<file path="src/rtl/core/adaptive_order1_arith_encoder_top_macros.svh">
// Assertion macros for the adaptive order-1 arithmetic encoder.
// Used by the top level; no other dependencies.
`ifndef ADAPTIVE_ORDER1_ARITH_ENCODER_TOP_MACROS_SVH
`define ADAPTIVE_ORDER1_ARITH_ENCODER_TOP_MACROS_SVH
`ifndef SYNTHESIS
// Check a property at every clock edge outside reset
`define AOE_ASSERT(lbl, clk, rst, prop) \
  lbl: assert property (@(posedge clk) disable iff (rst) prop) \
    else $error("encoder assertion failed");
// Check that a condition is followed by another in the next cycle
`define AOE_ASSERT_NEXT(lbl, clk, rst, ante, cons) \
  lbl: assert property (@(posedge clk) disable iff (rst) (ante) |=> (cons)) \
    else $error("encoder assertion failed");
`else
`define AOE_ASSERT(lbl, clk, rst, prop)
`define AOE_ASSERT_NEXT(lbl, clk, rst, ante, cons)
`endif
`endif

</file>
<file path="src/rtl/core/aoae_pkg.sv">
// Shared types, constants and helper functions for the arithmetic encoder.
// No dependencies; used by the controller, the datapath and the top level.
package aoae_pkg;

  localparam int MAX_SYMBOLS = 64;
  localparam int SYM_W       = 6;
  localparam int ROW_W       = 7;
  localparam int CNT_W       = 32;
  localparam int FREQ_BITS   = 16;
  localparam int SLICE_W     = FREQ_BITS + 1;
  localparam int DVD_W       = CNT_W + FREQ_BITS;
  localparam int RANGE_W     = CNT_W + 1;
  localparam int PROD_W      = RANGE_W + SLICE_W;
  localparam int STORE_DEPTH = (MAX_SYMBOLS + 1) * MAX_SYMBOLS;
  localparam int ADDR_W      = ROW_W + SYM_W;
  localparam int RESULT_CAP  = 32;
  localparam int CAP_W       = 6;
  localparam int STEP_LIMIT  = 64;
  localparam int STEP_W      = 7;
  localparam int DIV_CNT_W   = 6;

  localparam logic [CNT_W-1:0]   HALF_MARK    = 32'h8000_0000;
  localparam logic [CNT_W-1:0]   QUARTER_MARK = 32'h4000_0000;
  localparam logic [CNT_W-1:0]   ALL_ONES     = 32'hFFFF_FFFF;
  localparam logic [ROW_W-1:0]   START_ROW    = 7'd64;
  localparam logic [SLICE_W-1:0] FREQ_SCALE   = 17'h1_0000;

  typedef enum logic [1:0] {
    KIND_LOAD   = 2'd0,
    KIND_ENCODE = 2'd1,
    KIND_FLUSH  = 2'd2
  } kind_t;

  typedef enum logic [3:0] {
    ST_IDLE,
    ST_SWEEP,
    ST_DIV_LO,
    ST_DIV_HI,
    ST_RANGE,
    ST_MUL_HI,
    ST_APPLY_HI,
    ST_APPLY_LO,
    ST_RENORM,
    ST_WRBACK,
    ST_FLUSH
  } state_t;

  typedef struct packed {
    logic load;
    logic start;
    logic sweep;
    logic div_start_lo;
    logic div_start_hi;
    logic take_hi;
    logic range_ld;
    logic mul_hi;
    logic apply_hi;
    logic apply_lo;
    logic step;
    logic load_held;
    logic push_held;
    logic push_last;
    logic writeback;
    logic flush;
  } ctrl_cmd_t;

  typedef struct packed {
    logic sym_ok;
    logic sweep_done;
    logic div_done;
    logic step_emit;
    logic step_pend;
    logic renorm_stop;
    logic emit_full;
    logic held_valid;
    logic out_free;
  } dp_status_t;

  function automatic logic [CNT_W-1:0] sat_add(input logic [CNT_W-1:0] a,
                                               input logic [CNT_W-1:0] b);
    logic [CNT_W:0] s;
    s = {1'b0, a} + {1'b0, b};
    return s[CNT_W] ? ALL_ONES : s[CNT_W-1:0];
  endfunction

  function automatic logic [CNT_W-1:0] sat_inc(input logic [CNT_W-1:0] a);
    return (a == ALL_ONES) ? a : a + 32'd1;
  endfunction

endpackage

</file>
<file path="src/rtl/core/aoae_ctrl.sv">
// Controller state machine of the arithmetic encoder.
// Sequences the datapath through commands; uses aoae_pkg.
module aoae_ctrl (
  input  logic                 clk,
  input  logic                 rst,
  input  logic                 in_valid,
  input  logic [1:0]           kind,
  input  aoae_pkg::dp_status_t sts,
  output aoae_pkg::ctrl_cmd_t  cmd,
  output logic                 in_stall
);

  aoae_pkg::state_t state;
  aoae_pkg::state_t state_next;

  // state register
  always_ff @(posedge clk) begin
    if (rst) begin
      state <= aoae_pkg::ST_IDLE;
    end else begin
      state <= state_next;
    end
  end

  assign in_stall = state != aoae_pkg::ST_IDLE;

  // next state and commands
  always_comb begin
    state_next = state;
    cmd        = '0;
    case (state)
      aoae_pkg::ST_IDLE: begin
        if (in_valid) begin
          case (aoae_pkg::kind_t'(kind))
            aoae_pkg::KIND_LOAD: begin
              cmd.load = 1'b1;
            end
            aoae_pkg::KIND_ENCODE: begin
              if (sts.sym_ok) begin
                cmd.start  = 1'b1;
                state_next = aoae_pkg::ST_SWEEP;
              end
            end
            aoae_pkg::KIND_FLUSH: begin
              state_next = aoae_pkg::ST_FLUSH;
            end
            default: begin
              // drop unknown requests
            end
          endcase
        end
      end
      aoae_pkg::ST_SWEEP: begin
        cmd.sweep = 1'b1;
        if (sts.sweep_done) begin
          cmd.div_start_lo = 1'b1;
          state_next       = aoae_pkg::ST_DIV_LO;
        end
      end
      aoae_pkg::ST_DIV_LO: begin
        if (sts.div_done) begin
          cmd.div_start_hi = 1'b1;
          state_next       = aoae_pkg::ST_DIV_HI;
        end
      end
      aoae_pkg::ST_DIV_HI: begin
        if (sts.div_done) begin
          cmd.take_hi = 1'b1;
          state_next  = aoae_pkg::ST_RANGE;
        end
      end
      aoae_pkg::ST_RANGE: begin
        cmd.range_ld = 1'b1;
        state_next   = aoae_pkg::ST_MUL_HI;
      end
      aoae_pkg::ST_MUL_HI: begin
        cmd.mul_hi = 1'b1;
        state_next = aoae_pkg::ST_APPLY_HI;
      end
      aoae_pkg::ST_APPLY_HI: begin
        cmd.apply_hi = 1'b1;
        state_next   = aoae_pkg::ST_APPLY_LO;
      end
      aoae_pkg::ST_APPLY_LO: begin
        cmd.apply_lo = 1'b1;
        state_next   = aoae_pkg::ST_RENORM;
      end
      aoae_pkg::ST_RENORM: begin
        if (sts.renorm_stop) begin
          // release the held emission as the last one
          if (!sts.held_valid) begin
            state_next = aoae_pkg::ST_WRBACK;
          end else if (sts.out_free) begin
            cmd.push_held = 1'b1;
            cmd.push_last = 1'b1;
            state_next    = aoae_pkg::ST_WRBACK;
          end
        end else if (sts.step_pend || sts.emit_full) begin
          cmd.step = 1'b1;
        end else if (!sts.held_valid) begin
          cmd.load_held = 1'b1;
          cmd.step      = 1'b1;
        end else if (sts.out_free) begin
          cmd.push_held = 1'b1;
          cmd.load_held = 1'b1;
          cmd.step      = 1'b1;
        end
      end
      aoae_pkg::ST_WRBACK: begin
        cmd.writeback = 1'b1;
        state_next    = aoae_pkg::ST_IDLE;
      end
      aoae_pkg::ST_FLUSH: begin
        if (sts.out_free) begin
          cmd.flush  = 1'b1;
          state_next = aoae_pkg::ST_IDLE;
        end
      end
      default: begin
        state_next = aoae_pkg::ST_IDLE;
      end
    endcase
  end

endmodule

</file>
<file path="config.mk">
export PLATFORM = sky130hd
export DESIGN_NAME = aoae_ctrl
export DESIGN_NICKNAME = d
export VERILOG_FILES = /design/src/rtl/core/adaptive_order1_arith_encoder_top_macros.svh /design/src/rtl/core/aoae_pkg.sv /design/src/rtl/core/aoae_ctrl.sv
export SDC_FILE = /design/constraint.sdc
export NUM_CORES = 1
export LEC_CHECK = 0
export ABC_CLOCK_PERIOD_IN_PS = 4600
export CAP_MARGIN = 10
export CORE_AREA = 2 2 39 41
export DETAILED_ROUTE_END_ITERATION = 7
export DIE_AREA = 0 0 41 43
export DONT_BUFFER_PORTS = 1
export GPL_ROUTABILITY_DRIVEN = 0
export SYNTH_ARGS = -nofsm -noshare
export SYNTH_HDL_FRONTEND = slang
export SYNTH_SLANG_ARGS = --single-unit
export TNS_END_PERCENT = 5
</file>
<file path="constraint.sdc">
create_clock -name clk -period 4.6 [get_ports clk]
set_input_delay 0.92 -clock clk [delete_from_list [all_inputs] [get_ports clk]]
set_output_delay 0.92 -clock clk [all_outputs]
set_load 0.01 [all_outputs]
</file>
# Word-level counts from Yosys, hierarchy flattened
# Index checks and enable logic that the tools add are counted.
# word_totals
regBits,4
inputBits,14
out_inout_bits,17
word_cells,66
# op_classes
n_eq_ne,21
muxes,39
reduce_logical,5
# ops
cell,count
$mux W4,10
$pmux W4 S10,1
$mux W1,18
$eq A4 B3 Y1 const B,4
$mux W2,8
$eq A4 B4 Y1 const B,3
$ne A2 B2 Y1 const B,6
$reduce_and A9 Y1,1
$eq A4 B2 Y1 const B,2
$pmux W4 S2,1
$ne A3 B3 Y1 const B,2
$eq A4 B1 Y1 const B,1
$logic_not A4 Y1,1
$reduce_bool A4 Y1,1
$mux W3,1
$ne A3 B1 Y1 const B,1
$eq A2 B1 Y1 const B,1
$eq A2 B2 Y1 const B,1
$logic_not A2 Y1,1
$logic_or A1 B1 Y1,1

# Logic depth before layout (Yosys ltp)
# logic_depth
ltp_word,5
depth_mapped,6

# Worst setup path after synthesis
# No wires, ideal clock.
# synth_path
kind,input port to output port
from,input port sts[3] in the netlist's numbering
to,output port cmd[4] in the netlist's numbering
t_arrival_ns,1.481
path_slack_ns,2.199
stages,3
path_buffers,0
path_cell_list,nor2_1 nand2_1 nor4_1
# synth_rtl
element,line,source
start: declaration,aoae_ctrl.sv:8,"input aoae_pkg::dp_status_t sts,"
end: declaration,aoae_ctrl.sv:9,"output aoae_pkg::ctrl_cmd_t cmd,"

==> reports/summary.txt <==
outcome = completed
FILL cells = 150
placed cells = 84
minimum clock period = 2610 ps
Worst setup startpoint = state[3]
clock sinks = 4
Max Cap Violations = 0
Avg Inst Size Synth = 7.70 sq um
CTS Buf Count = 3
CTS clock-pin slew for the worst setup and hold paths = 40 ps
Crit Path Max Fanout = 17
CTS tree = built
overall routing resource usage = 15.6%
#FFs+latches synth = 4
layout cells sized above 1 = 14.1%
leak pwr = 0.000231 uW
Worst Skew = 5.18 ps
final setup violation count = 0
Clock Latency Late Sink = 230 ps
antenna viol nets, final = 0
vias per inst = 6.02
vias in the first global route = 478
H-tree depth = 1
first-pass GRT wire length = 1980 microns
antenna diode count = 0
PwrDens = 481 mW/mm^2
Die Wd = 41 microns
I/O pins = 31
final setup TNS = 0 ps
register area share after synthesis = 14.4%
initial antenna violation count = 0
CP delay by family, top = simple AND/OR/NAND/NOR gates
actual slew at the worst max-slew pin = 553 ps
1st-iter DRT viols = 6
gr ovfl total = 0
crit path DAT = 1690 ps
fin crit share = 56.8%
Finished Layout Cells = 87
Peak VDD IR = 330 uV
RSZ-0062 raised after global routing = false
Root Buffer = clkbuf_4
critical path class = reg2out
worst path cell trace = nor2b_1 > nand2_1 > nor4_1
post-CTS sizing = 0
Multi-input gate area = 440 sq um
die area = 0.00176 sq mm
Final nets = 90
slowest CP cell = dfxtp_1
Clock Path Buffers = 2
Post CTS Setup Buffer Count = 0
PortBufs = 0
Layout area overhead = 3.61%
Placeable Area = 0.00138 sq mm
pin count of the biggest net entering global routing = 18
Synth cell types = 38
post-synthesis net count = 89
hold_buf cts = 0
mean routed wirelength per cell = 13.7 microns
Synth area leader = dfxtp_1
Slew Viols, Final = 0
Syn. warnings = 0
# rows = 14
mapped cell area = 554 sq um
routed via count = 524
Initial DRT Pass Iterations = 3
top cell type's share of synthesized area = 14.4%
worst hold path class = reg2reg
post-synthesis cell count = 72
max reg flops = 4
Slew Limit Headroom = 63.1%
Final Hold Vio Count = 0
Post-Route WL = 1190 microns
register area = 80.1 sq um
synth top area cells = dfxtp_1 (14%), ha_1 (6.8%), nor2_1 (6.1%), nor2b_1 (5.6%), nor3_1 (3.6%)
biggest regs = state (4)
Die Ht = 43 microns
Peak Freq = 383 MHz
worst path bufs/invs = 0
Critical Path RT = 3680 ps
dpl hpwl = 918 microns
Worst Hold Launch = state[1]
reg2reg start = state[3]
Worst setup SP type = flop
crit end category = output pin
Top reg by flops = state
DRC Markers = 0
CP peak stage delay = 660 ps
Initial Util = 40.1%
-- where the power goes --
group	internal, uW	total, uW	switching (uW)
sequential	45.4	85.7	40.3
combinational	70.6	148	77.7
clock	29.1	42.3	13.2
total	145	276	131
-- placed cells by master (no fill, tap or decap), drive strengths merged, types with 2 or more instances in the layout --
| cell type | Yosys | layout |
|---|---|---|
| a2bb2oi | 2 | 2 |
| and2 | 2 | 2 |
| and3 | 2 | 2 |
| and4 | 2 | 2 |
| clkbuf | 0 | 3 |
| dfxtp | 4 | 4 |
| ha | 3 | 3 |
| inv | 3 | 3 |
| nand2 | 4 | 4 |
| nand2b | 3 | 3 |
| nor2 | 9 | 9 |
| nor2b | 5 | 5 |
| nor3 | 4 | 4 |
| nor4 | 4 | 4 |
| o21ai | 3 | 3 |
-- per-stage QoR --
step / cell area [sq um] / utilization, % / total power (uW) / worst slack, ps / hold slack (ps)
after floorplan: 554 / - / 214 / 2200 / 647
after global placement: 552 / 39.9 / 234 / 2140 / 666
after detailed placement: 552 / 39.9 / 235 / 2150 / 677
after CTS: 574 / 41.5 / 280 / 1980 / 690
after global routing: 574 / 41.5 / 303 / 1740 / 734
final: 574 / 41.5 / 276 / 1990 / 682
-- layout make-up --
class	instances	share of cell area, %
Tap cell	16	3.49
Sequential cell	4	13.9
Multi-Input combinational cell	61	76.7
Inverter	3	1.96
Clock buffer	3	3.92
-- synthesized netlist by cell type, drive strengths merged --
master and instances:
a2111oi 1, a21oi 1, a2bb2oi 2, a41oi 1, and2 2, and3 2
and4 2, and4b 1, buf 4, dfxtp 4, ha 3, inv 3
mux2 1, mux2i 1, nand2 4, nand2b 3, nand3 1, nand3b 1
nor2 9, nor2b 5, nor3 4, nor3b 1, nor4 4, nor4b 1
o2111ai 1, o21a 1, o21ai 3, o21bai 1, o2bb2ai 1, o31a 1
or2 1, or4b 1, xor2 1
-- metal layers --
metal | track usage (%) | part of all wire (%) | up-vias
met5 | 0 | 0 | -
met4 | 0 | 0 | 0
met3 | 6.81 | 7.2 | 0
met2 | 24.7 | 48 | 17
met1 | 20.5 | 45 | 238
li1 | - | - | 269
-- kinds of logic (layout without fill, tap and decap cells) --
kind of cell | after synthesis | after routing | share of synthesized area, %
AND/OR/NAND/NOR | 42 | 42 | 47.0
AO/OA/AOI/OAI | 13 | 13 | 19.6
buffers and inverters | 7 | 6 | 6.09
flip-flops | 4 | 4 | 14.4
adder cells (fa/ha/maj) | 3 | 3 | 6.77
multiplexers | 2 | 2 | 4.51
XOR/XNOR | 1 | 1 | 1.58
-- path summary, 6_finish.rpt --
kind / endpoint / slack [ps] / cells after the start
max: cmd[4] / 1990 / 3
max reg2reg: state[0] / 2850 / 4
min: state[1] / 680 / 1
min reg2reg: state[1] / 680 / 1
Note: power is estimated with default switching activity, not from simulation.
